File: src/hdl/elt_pkg.sv
`timescale 1ns / 1ps
package elt_pkg;

  localparam int CAPACITY_DEF    = 16;
  localparam int NODE_BITS_DEF   = 8;
  localparam int WEIGHT_BITS_DEF = 16;

  localparam int NODE_FIELD_W  = 8;
  localparam int WT_FIELD_W    = 16;
  localparam int COUNT_W       = 5;
  localparam int SUM_W         = 20;
  localparam int IN_DATA_W     = 32;
  localparam int IN_USER_W     = 2;
  localparam int OUT_DATA_W    = 32;

  localparam logic [1:0] REQ_APPEND  = 2'd0;
  localparam logic [1:0] REQ_PREPEND = 2'd1;
  localparam logic [1:0] REQ_DELETE  = 2'd2;

  localparam logic [1:0] ST_DONE    = 2'd0;
  localparam logic [1:0] ST_FULL    = 2'd1;
  localparam logic [1:0] ST_MISSING = 2'd2;

  typedef struct packed {
    logic load;
    logic exec;
  } ctl_t;

endpackage

File: src/hdl/elt_ctrl.sv
`timescale 1ns / 1ps
module elt_ctrl
  import elt_pkg::*;
(
  input  logic clk,
  input  logic rst,
  input  logic s_tvalid,
  output logic s_tready,
  output logic m_tvalid,
  input  logic m_tready,
  output ctl_t ctl
);

  localparam logic S_IDLE = 1'b0;
  localparam logic S_EXEC = 1'b1;

  logic state;
  logic state_next;
  logic out_valid;
  logic out_valid_next;

  always_comb begin
    ctl.load       = 1'b0;
    ctl.exec       = 1'b0;
    state_next     = state;
    out_valid_next = out_valid;
    if (m_tready) begin
      out_valid_next = 1'b0;
    end
    unique case (state)
      S_IDLE: begin
        if (s_tvalid) begin
          ctl.load   = 1'b1;
          state_next = S_EXEC;
        end
      end
      S_EXEC: begin
        if (!out_valid || m_tready) begin
          ctl.exec       = 1'b1;
          out_valid_next = 1'b1;
          state_next     = S_IDLE;
        end
      end
      default: state_next = S_IDLE;
    endcase
  end

  always_ff @(posedge clk) begin
    if (rst) begin
      state     <= S_IDLE;
      out_valid <= 1'b0;
    end else begin
      state     <= state_next;
      out_valid <= out_valid_next;
    end
  end

  assign s_tready = (state == S_IDLE);
  assign m_tvalid = out_valid;

endmodule

File: src/hdl/elt_dp.sv
`timescale 1ns / 1ps
module elt_dp
  import elt_pkg::*;
#(
  parameter int CAPACITY    = CAPACITY_DEF,
  parameter int NODE_BITS   = NODE_BITS_DEF,
  parameter int WEIGHT_BITS = WEIGHT_BITS_DEF
) (
  input  logic                  clk,
  input  logic                  rst,
  input  ctl_t                  ctl,
  input  logic [IN_USER_W-1:0]  s_tuser,
  input  logic [IN_DATA_W-1:0]  s_tdata,
  output logic [OUT_DATA_W-1:0] m_tdata
);

  localparam int CNT_BITS = $clog2(CAPACITY + 1);

  logic [NODE_BITS-1:0]          src_cell [CAPACITY];
  logic [NODE_BITS-1:0]          dst_cell [CAPACITY];
  logic signed [WEIGHT_BITS-1:0] wt_cell  [CAPACITY];

  logic [CNT_BITS-1:0] fill;
  logic [CNT_BITS-1:0] fill_next;
  logic [SUM_W-1:0]    sum;
  logic [SUM_W-1:0]    sum_next;

  logic [1:0]                    req_type;
  logic [NODE_BITS-1:0]          req_src;
  logic [NODE_BITS-1:0]          req_dst;
  logic signed [WEIGHT_BITS-1:0] req_wt;
  logic [CAPACITY-1:0]           match;

  logic [1:0]         out_status;
  logic [COUNT_W-1:0] out_count;
  logic [SUM_W-1:0]   out_sum;

  logic [15:0]                   in_src_wide;
  logic [15:0]                   in_dst_wide;
  logic signed [31:0]            in_wt_wide;
  logic [NODE_BITS-1:0]          in_src;
  logic [NODE_BITS-1:0]          in_dst;
  logic [CAPACITY-1:0]           match_in;

  logic                          is_ins;
  logic                          full;
  logic                          hit;
  logic [CAPACITY-1:0]           past_hit;
  logic [CAPACITY-1:0]           first_hit;
  logic signed [WEIGHT_BITS-1:0] del_wt;
  logic signed [31:0]            req_wt_wide;
  logic signed [31:0]            del_wt_wide;
  logic [1:0]                    status_next;
  logic                          do_ins;
  logic                          do_del;

  assign in_src_wide = 16'(s_tdata[NODE_FIELD_W-1:0]);
  assign in_dst_wide = 16'(s_tdata[2*NODE_FIELD_W-1:NODE_FIELD_W]);
  assign in_wt_wide  = 32'(signed'(s_tdata[2*NODE_FIELD_W+WT_FIELD_W-1:2*NODE_FIELD_W]));
  assign in_src      = in_src_wide[NODE_BITS-1:0];
  assign in_dst      = in_dst_wide[NODE_BITS-1:0];

  always_comb begin
    for (int i = 0; i < CAPACITY; i++) begin
      match_in[i] = (CNT_BITS'(i) < fill) && (src_cell[i] == in_src) &&
                    (dst_cell[i] == in_dst);
    end
  end

  always_ff @(posedge clk) begin
    if (ctl.load) begin
      req_type <= s_tuser;
      req_src  <= in_src;
      req_dst  <= in_dst;
      req_wt   <= in_wt_wide[WEIGHT_BITS-1:0];
      match    <= match_in;
    end
  end

  always_comb begin
    past_hit[0] = match[0];
    for (int i = 1; i < CAPACITY; i++) begin
      past_hit[i] = past_hit[i-1] | match[i];
    end
    first_hit[0] = match[0];
    for (int i = 1; i < CAPACITY; i++) begin
      first_hit[i] = match[i] & ~past_hit[i-1];
    end
    del_wt = '0;
    for (int i = 0; i < CAPACITY; i++) begin
      del_wt = del_wt | (first_hit[i] ? wt_cell[i] : '0);
    end
  end

  assign hit         = past_hit[CAPACITY-1];
  assign is_ins      = (req_type == REQ_APPEND) || (req_type == REQ_PREPEND);
  assign full        = (fill == CNT_BITS'(CAPACITY));
  assign do_ins      = is_ins && !full;
  assign do_del      = (req_type == REQ_DELETE) && hit;
  assign req_wt_wide = 32'(req_wt);
  assign del_wt_wide = 32'(del_wt);

  always_comb begin
    fill_next   = fill;
    sum_next    = sum;
    status_next = ST_DONE;
    if (is_ins && full) begin
      status_next = ST_FULL;
    end else if (req_type == REQ_DELETE && !hit) begin
      status_next = ST_MISSING;
    end
    if (do_ins) begin
      fill_next = fill + 1'b1;
      sum_next  = sum + req_wt_wide[SUM_W-1:0];
    end else if (do_del) begin
      fill_next = fill - 1'b1;
      sum_next  = sum - del_wt_wide[SUM_W-1:0];
    end
  end

  always_ff @(posedge clk) begin
    if (rst) begin
      fill <= '0;
      sum  <= '0;
    end else if (ctl.exec) begin
      fill <= fill_next;
      sum  <= sum_next;
    end
  end

  always_ff @(posedge clk) begin
    if (ctl.exec) begin
      out_status <= status_next;
      out_count  <= COUNT_W'(fill_next);
      out_sum    <= sum_next;
    end
  end

  always_ff @(posedge clk) begin
    if (ctl.exec) begin
      for (int i = 0; i < CAPACITY; i++) begin
        if (do_ins && req_type == REQ_APPEND && CNT_BITS'(i) == fill) begin
          src_cell[i] <= req_src;
          dst_cell[i] <= req_dst;
          wt_cell[i]  <= req_wt;
        end else if (do_ins && req_type == REQ_PREPEND) begin
          if (i == 0) begin
            src_cell[i] <= req_src;
            dst_cell[i] <= req_dst;
            wt_cell[i]  <= req_wt;
          end else begin
            src_cell[i] <= src_cell[i-1];
            dst_cell[i] <= dst_cell[i-1];
            wt_cell[i]  <= wt_cell[i-1];
          end
        end else if (do_del && past_hit[i] && i < CAPACITY - 1) begin
          src_cell[i] <= src_cell[i+1];
          dst_cell[i] <= dst_cell[i+1];
          wt_cell[i]  <= wt_cell[i+1];
        end
      end
    end
  end

  assign m_tdata = OUT_DATA_W'({out_sum, out_count, out_status});

endmodule

File: src/hdl/edge_list_table_top.sv
`timescale 1ns / 1ps
// Channel  Dir  Signals                      Fields (low bit up)
// s_*      in   tvalid tready tdata tuser    tuser: req_type; tdata: src_node dst_node edge_weight
// m_*      out  tvalid tready tdata          tdata: status entry_count total_weight
//
// Each request has two steps: accept, where all entries are matched and the result registered,
// then execute in the cell chain, where the first hit is found and the chain shifts in one step.
// The result sits in an output register; the next request is taken while it waits.
// A stalled result holds the chain in the execute cycle until the register frees.
// rst is synchronous, active high; it empties the table and clears the sum.
module edge_list_table_top
  import elt_pkg::*;
#(
  parameter int CAPACITY    = CAPACITY_DEF,
  parameter int NODE_BITS   = NODE_BITS_DEF,
  parameter int WEIGHT_BITS = WEIGHT_BITS_DEF
) (
  input  logic                  clk,
  input  logic                  rst,
  input  logic                  s_tvalid,
  output logic                  s_tready,
  input  logic [IN_DATA_W-1:0]  s_tdata,  // src_node[7:0] dst_node[15:8] edge_weight[31:16]
  input  logic [IN_USER_W-1:0]  s_tuser,  // req_type[1:0]
  output logic                  m_tvalid,
  input  logic                  m_tready,
  output logic [OUT_DATA_W-1:0] m_tdata   // status[1:0] entry_count[6:2] total_weight[26:7]
);

  ctl_t ctl;

  elt_ctrl u_ctrl (
    .clk      (clk),
    .rst      (rst),
    .s_tvalid (s_tvalid),
    .s_tready (s_tready),
    .m_tvalid (m_tvalid),
    .m_tready (m_tready),
    .ctl      (ctl)
  );

  elt_dp #(
    .CAPACITY    (CAPACITY),
    .NODE_BITS   (NODE_BITS),
    .WEIGHT_BITS (WEIGHT_BITS)
  ) u_dp (
    .clk     (clk),
    .rst     (rst),
    .ctl     (ctl),
    .s_tuser (s_tuser),
    .s_tdata (s_tdata),
    .m_tdata (m_tdata)
  );

  a_exec_shows: assert property (@(posedge clk) disable iff (rst)
    ctl.exec |=> m_tvalid)
    else $error("result not presented after execute");

  a_one_in_flight: assert property (@(posedge clk) disable iff (rst)
    s_tvalid && s_tready |=> !s_tready)
    else $error("second request taken before the first executed");

  a_load_exec_apart: assert property (@(posedge clk) disable iff (rst)
    ctl.load |-> !ctl.exec)
    else $error("load and execute in the same cycle");

endmodule
File: config.mk
export PLATFORM = sky130hd
export DESIGN_NAME = edge_list_table_top
export DESIGN_NICKNAME = d
export VERILOG_FILES = /design/src/hdl/elt_pkg.sv /design/src/hdl/elt_ctrl.sv /design/src/hdl/elt_dp.sv /design/src/hdl/edge_list_table_top.sv
export SDC_FILE = /design/constraint.sdc
export NUM_CORES = 2
export LEC_CHECK = 0
export ABC_CLOCK_PERIOD_IN_PS = 9300
export BUFFER_PORTS_ARGS = -buffer_cell sky130_fd_sc_hd__buf_2
export CORE_UTILIZATION = 60
export DETAILED_ROUTE_END_ITERATION = 12
export GPL_ROUTABILITY_DRIVEN = 0
export PLACE_DENSITY_LB_ADDON = 0.12
export SKIP_LAST_GASP = 1
export SYNTH_ARGS = -nofsm -noshare
export SYNTH_HDL_FRONTEND = slang
export SYNTH_SLANG_ARGS = --single-unit
File: constraint.sdc
create_clock -name clk -period 9.3 [get_ports clk]
set_input_delay 1.86 -clock clk [delete_from_list [all_inputs] [get_ports clk]]
set_output_delay 1.86 -clock clk [all_outputs]
set_load 0.03 [all_outputs]
Word-level counts from Yosys, hierarchy flattened. Memories as Yosys holds them, arrays and structs flattened. Index checks and enable logic that the tools add are counted.

Flip-flop bits (word level): 104. Memories kept: 3. Logic and storage cells: 610. RAM bits: 512. Output and inout port bits: 34.

Reduce and logical (&&, ||, !) cells: 76. $lt $le $gt $ge: 16. Multiplexer cells: 295. Bitwise gates (word level): 154. $add $sub $neg: 4. Equality and inequality tests: 50.

Memories: u_dp.wt_cell (depth 16, bits a word 16, rd ports 16, clocked after Yosys merged registers in 0, write ports 16, RTL line elt_dp.sv:21) `logic signed [WEIGHT_BITS-1:0] wt_cell [CAPACITY];`; u_dp.dst_cell (depth 16, bits a word 8, rd ports 16, clocked after Yosys merged registers in 0, write ports 16, RTL line elt_dp.sv:20) `logic [NODE_BITS-1:0] dst_cell [CAPACITY];`; u_dp.src_cell (depth 16, bits a word 8, rd ports 16, clocked after Yosys merged registers in 0, write ports 16, RTL line elt_dp.sv:19) `logic [NODE_BITS-1:0] src_cell [CAPACITY];`.

Operator list (number): $mux W16 (47); $mux W8 (62); $eq A8 B8 Y1 (32); $or A16 B16 Y16 (15); $mux W1 (180); $or A1 B1 Y1 (108); $logic_and A1 B1 Y1 (69); $eq A4 B5 Y1 const A (8); $lt A4 B5 Y1 const A (8); $mux W20 (2); $add A20 B20 Y20 (1); $eq A3 B5 Y1 const A (4); $lt A3 B5 Y1 const A (4); $sub A20 B20 Y20 (1); $not A1 Y1 (16); $and A1 B1 Y1 (15); $eq A2 B5 Y1 const A (2); $lt A1 B5 Y1 const A (2); $lt A2 B5 Y1 const A (2); $mux W5 (2); $add A5 B1 Y5 const B (1); $eq A1 B5 Y1 const A (1); $eq A5 B5 Y1 const B (1); $logic_not A5 Y1 (1); other kinds (8) (11).

Depth between registers and ports, before layout.
Depth after elaboration: 23. Gate-level depth with buffers: 22.

By module. A second synthesis with hierarchy kept.

Cells, all modules: 3410. Area, all modules: 33916.3 um^2.

By module, submodules not included: elt_dp (sequential area each 18187.4 um^2, cells an instance 3401, instances 1, area an instance 33828.7 um^2); elt_ctrl (sequential area each 40.0 um^2, cells an instance 9, instances 1, area an instance 87.6 um^2).

Worst setup path after synthesis. Ideal clock, no wire load.

Kind: input -> register. Start: input port m_tready. End: memory u_dp.dst_cell[3][0] in the netlist's numbering (enable). Setup slack: 2.658 ns. Required time: 8.767 ns. Arrival time: 6.109 ns. Cell stages on the path: 4. Buffers on the path: 1. Cell sequence: nand2b_1 > nand2_1 > clkbuf_1 > o311ai_0.

RTL lines: from (decl) (RTL line edge_list_table_top.sv:25) `input logic m_tready,`; to (decl) (RTL line elt_dp.sv:20).

Final worst setup path.
Start: register u_dp.match[0]. End: register u_dp.out_sum[18], data pin.

Word-level cells in the longest chain between the ends: 21.

Ends and longest elaborated chain: from (decl) (RTL line elt_dp.sv:32) `logic [CAPACITY-1:0] match;`; from (signal assigned) (RTL line elt_dp.sv:76) `match <= match_in;`; $not A1 Y1 / $or A1 B1 Y1 (equally long branches) (RTL line elt_dp.sv:87, elt_dp.sv:83); $and A1 B1 Y1 (tied with other cells) (RTL line elt_dp.sv:87) `first_hit[i] = match[i] & ~past_hit[i-1];`; $mux W16 (tied with other cells) (RTL line elt_dp.sv:91) `del_wt = del_wt | (first_hit[i] ? wt_cell[i] : '0);`; $or A16 B16 Y16 (tied with other cells) (13 in series) (RTL line elt_dp.sv:91); $or A16 B16 Y16 / $mux W16 (equally long branches) (RTL line elt_dp.sv:91); $or A16 B16 Y16 (RTL line elt_dp.sv:91); $sub A20 B20 Y20 (RTL line elt_dp.sv:117) `sum_next = sum - del_wt_wide[SUM_W-1:0];`; $mux W20 * (RTL line elt_dp.sv:115) `end else if (do_del) begin`; $mux W20 * (RTL line elt_dp.sv:112) `if (do_ins) begin`; via u_dp.sum_next[18] (RTL line elt_dp.sv:26) `logic [SUM_W-1:0] sum_next;`; to (signal assigned) (RTL line elt_dp.sv:135) `out_sum <= sum_next;`; to (decl) (RTL line elt_dp.sv:36) `logic [SUM_W-1:0] out_sum;`.

Mark *: on every way through the listed nets, which the timed path passes. The rest lies on a longest branch. A chain may end at the register's enable or synchronous reset.

==> summary.md <==
| Metric | Value |
|---|---|
| Outcome | `completed` |
| Fraction of the mapped netlist area in adder cells | `1.70%` |
| H-tree levels | `3` |
| Post-layout util | `66.5%` |
| Clock slew at reported path FFs | `0.06 ns` |
| Seq cells post-synth | `616` |
| Hold Path Depth | `2` |
| Post-place setup slack | `3.73 ns` |
| Reg2reg setup slack | `3.52 ns` |
| Worst setup EP type | `flip-flop` |
| First-pass GRT wire length | `160000 µm` |
| Max frequency | `0.173 GHz` |
| Setup TNS | `0 ns` |
| Iteration count of the initial detailed-routing pass | `9` |
| Max stage delay cell, worst path | `and2_1` |
| XOR/XNOR Fraction of Synth Area | `7.35%` |
| Largest net degree at the start of global routing | `241` |
| Power per Cell Area | `194 nW/µm²` |
| Peak VDD IR | `0.000161 V` |
| RSZ-0062 raised after global routing | `false` |
| WS Path Type | `reg -> reg` |
| Delay-heaviest family, CP | `simple AND/OR/NAND/NOR gates` |
| Number of max-slew violations in the final report | `0` |
| CTS Sinks | `616` |
| WP buf/inv | `2` |
| Final period util | `62.1%` |
| Worst r2r src | `u_dp.match[0]` |
| Worst EP arrival | `6.14 ns` |
| Reg2reg end | `u_dp.out_sum[18]` |
| Number of setup buffers added after CTS | `0` |
| Clk root buf | `clkbuf_16` |
| Synthesized cell area | `34000 µm²` |
| Fin crit period | `5.78 ns` |
| Final hold vios | `0` |
| Post-synth EDFFs | `589` |
| Final net count | `3396` |
| Cts hold-fix bufs | `0` |
| Vias in the first global route | `27200` |
| Crit path required time | `9.66 ns` |
| HPWL Detailed | `70700 µm` |
| Syn Area/Cell | `9.89 µm²` |
| Tot Pwr | `7.17 mW` |
| Synth Area in Compound Gates | `20.8%` |
| Ys Warns | `0` |
| GRT overflow | `0` |
| Max Cap Viol | `0` |
| Die H | `240 µm` |
| Slowest cell delay on critical path | `0.73 ns` |
| Die area | `57600 µm²` |
| Number of fill cells | `4399` |
| All-Layer GR Usage | `37.1%` |
| Crit-path cells | `buf_4, or3_1, nor4_2, inv_1, nor2_1, and2_1, nand2_1, and4_1, ha_1, nor2b_1, o31ai_1, a211oi_1, o31ai_1, o221ai_1, o311a_1, a211oi_1, nand2_1` |
| Static Leak | `12.8 nW` |
| CP Max Fanout | `35` |
| Post-Synth Simple-Gate Area | `11.5%` |
| DRC viols | `0` |
| Register area share after synthesis | `53.7%` |
| CP Launch Type | `flip-flop` |
| Clock skew | `0.0274 ns` |
| R2R depth | `17` |
| Asr flop ratio synth | `0%` |
| IO Port Bufs | `66` |
| Worst hold path class | `reg -> reg` |
| Initial antenna violation count | `4` |
| Worst hold start | `u_dp.sum[0]` |
| Final WL | `107000 µm` |
| Ports | `72` |
| Post-CTS sizing | `0` |
| Setup violators final | `0` |
| Min Hold Slack | `0.498 ns` |
| Share of layout cells above drive strength 1 | `8.94%` |
| Clock latency on the worst-skew pair | `0.63 ns` |
| Slew headroom | `11.6%` |
| Hold endpoint | `u_dp.sum[0]` |
| Mean routed wirelength per cell | `26.1 µm` |
| Slew @ Worst Pin | `1.33 ns` |
| Die width | `240 µm` |
| Final worst slack | `3.52 ns` |
| CTS max path bufs | `3` |
| Yosys cell types | `78` |
| Iter 0 DRT Violations | `3876` |
| Post-route ant nets | `0` |
| CTS Buf Count | `68` |
| Via count | `28100` |
| Synth Instances | `3433` |
| CTS tree | `yes` |
| P&R area growth vs syn | `8.65%` |
| CORE AREA | `55500 µm²` |
| Post-DR vias/cell | `6.83` |
| Mux share of post-synthesis cell area | `1.12%` |
| Largest family of logic cells by synthesized area | `compound AO/OA/AOI/OAI gates` |
| Synth Flop Type | `edfxtp_1` |
| # rows | `86` |
| Initial Utilization | `61.2%` |
worst register-to-register path, delay by kind of cell, from the launching register on:
| family | cells | cell delay [ns] |
|---|---|---|
| adder cells (fa/ha/maj) | 1 | 0.33 |
| buffers and inverters | 2 | 0.46 |
| AO/OA/AOI/OAI | 6 | 1.91 |
| AND/OR/NAND/NOR | 8 | 2.49 |
| flip-flops | 1 | 0.35 |
synthesized netlist by cell type, types with 34 or more instances:
cell / count / area (µm²)
xor2_1: 162 / 1420
nor4_1: 44 / 275
o21ai_0: 70 / 350
xnor2_1: 123 / 1080
nand2_1: 130 / 488
nand4_1: 45 / 282
edfxtp_1: 589 / 17700
clkbuf_1: 233 / 875
a21o_1: 43 / 323
nor2_1: 480 / 1800
a21oi_1: 920 / 4600
ha_1: 43 / 538
buf_1: 63 / 236
and2_1: 34 / 213
cell families after synthesis:
group	Yosys count
xor gates and xnor gates	285
AOI/OAI and AO/OA	1244
buffers and inverters	343
and+or+nand+nor	865
other	1
DFF	616
adders and majority gates	45
muxes	34
worst max path at each step:
stage	end	depth (start not counted)	from	slack (ns)
after detailed placement	u_dp.out_sum[18]	17	u_dp.match[0]	3.73
final	u_dp.out_sum[18]	17	u_dp.match[0]	3.52
after floorplan	u_dp.dst_cell[3][0]	4	m_tready	2.66
after global placement	u_dp.out_sum[18]	17	u_dp.match[1]	3.79
after global routing	u_dp.out_sum[18]	19	u_dp.match[0]	3.22
after CTS	u_dp.out_sum[18]	17	u_dp.match[0]	3.71
final cells by class:
class / instances / area, µm² / area share, %
Tap cell: 748 / 936 / 2.54
Multi-Input combinational cell: 2478 / 14600 / 39.7
Timing Repair Buffer: 121 / 768 / 2.08
Inverter: 28 / 105 / 0.285
Sequential cell: 616 / 18200 / 49.4
Clock buffer: 89 / 1860 / 5.05
Antenna cell: 1 / 2.50 / 0.00678
Clock inverter: 34 / 364 / 0.987
layout by cell type (no fill, tap or decap), types with 43 or more instances in the layout:
cell type	Yosys	routed
nor2_1	480	478
edfxtp_1	589	589
nor4_1	44	43
a21oi_1	920	920
buf_4	5	53
clkbuf_16	0	71
xnor2_1	123	123
a21o_1	43	43
nand4_1	45	45
xor2_1	162	162
nand2_1	130	129
o21ai_0	70	70
ha_1	43	43
buf_2	14	66
flip-flops by register name (all words and copies together) (netlist names), 5 cells and up:
register	count
u_dp.req_src	8
u_dp.out_count	5
u_dp.dst_cell	128
u_dp.out_sum	20
u_dp.match	16
u_dp.req_wt	16
u_dp.src_cell	128
u_dp.req_dst	8
u_dp.fill	5
u_dp.sum	20
u_dp.wt_cell	256
stage by stage:
step / cell area (µm²) / cells
floorplan: 34000 / 3437
global placement: 34700 / 3991
detailed placement: 34700 / 3991
CTS: 36900 / 4114
global route: 36900 / 4114
finish: 36900 / 4115
routing by layer:
layer  routed length [µm]  part of all wire, %  up-vias  global-route usage (%)
met3                10900                   10      375                    7.53
met5                   45                0.042        -                       0
met1                38700                   36    13600                    46.0
met4                 7570                  7.1        6                    24.4
met2                50000                   47     1746                    59.1
li1                     -                    -    12400                       -
report_power, final:
group	switching [mW]	internal, mW	leakage [nW]
clock network	1.14	1.61	1.08
logic	0.664	0.350	6.05
registers	0.146	3.26	5.65
total	1.95	5.22	12.8
Note: power is estimated with default switching activity, not from simulation.
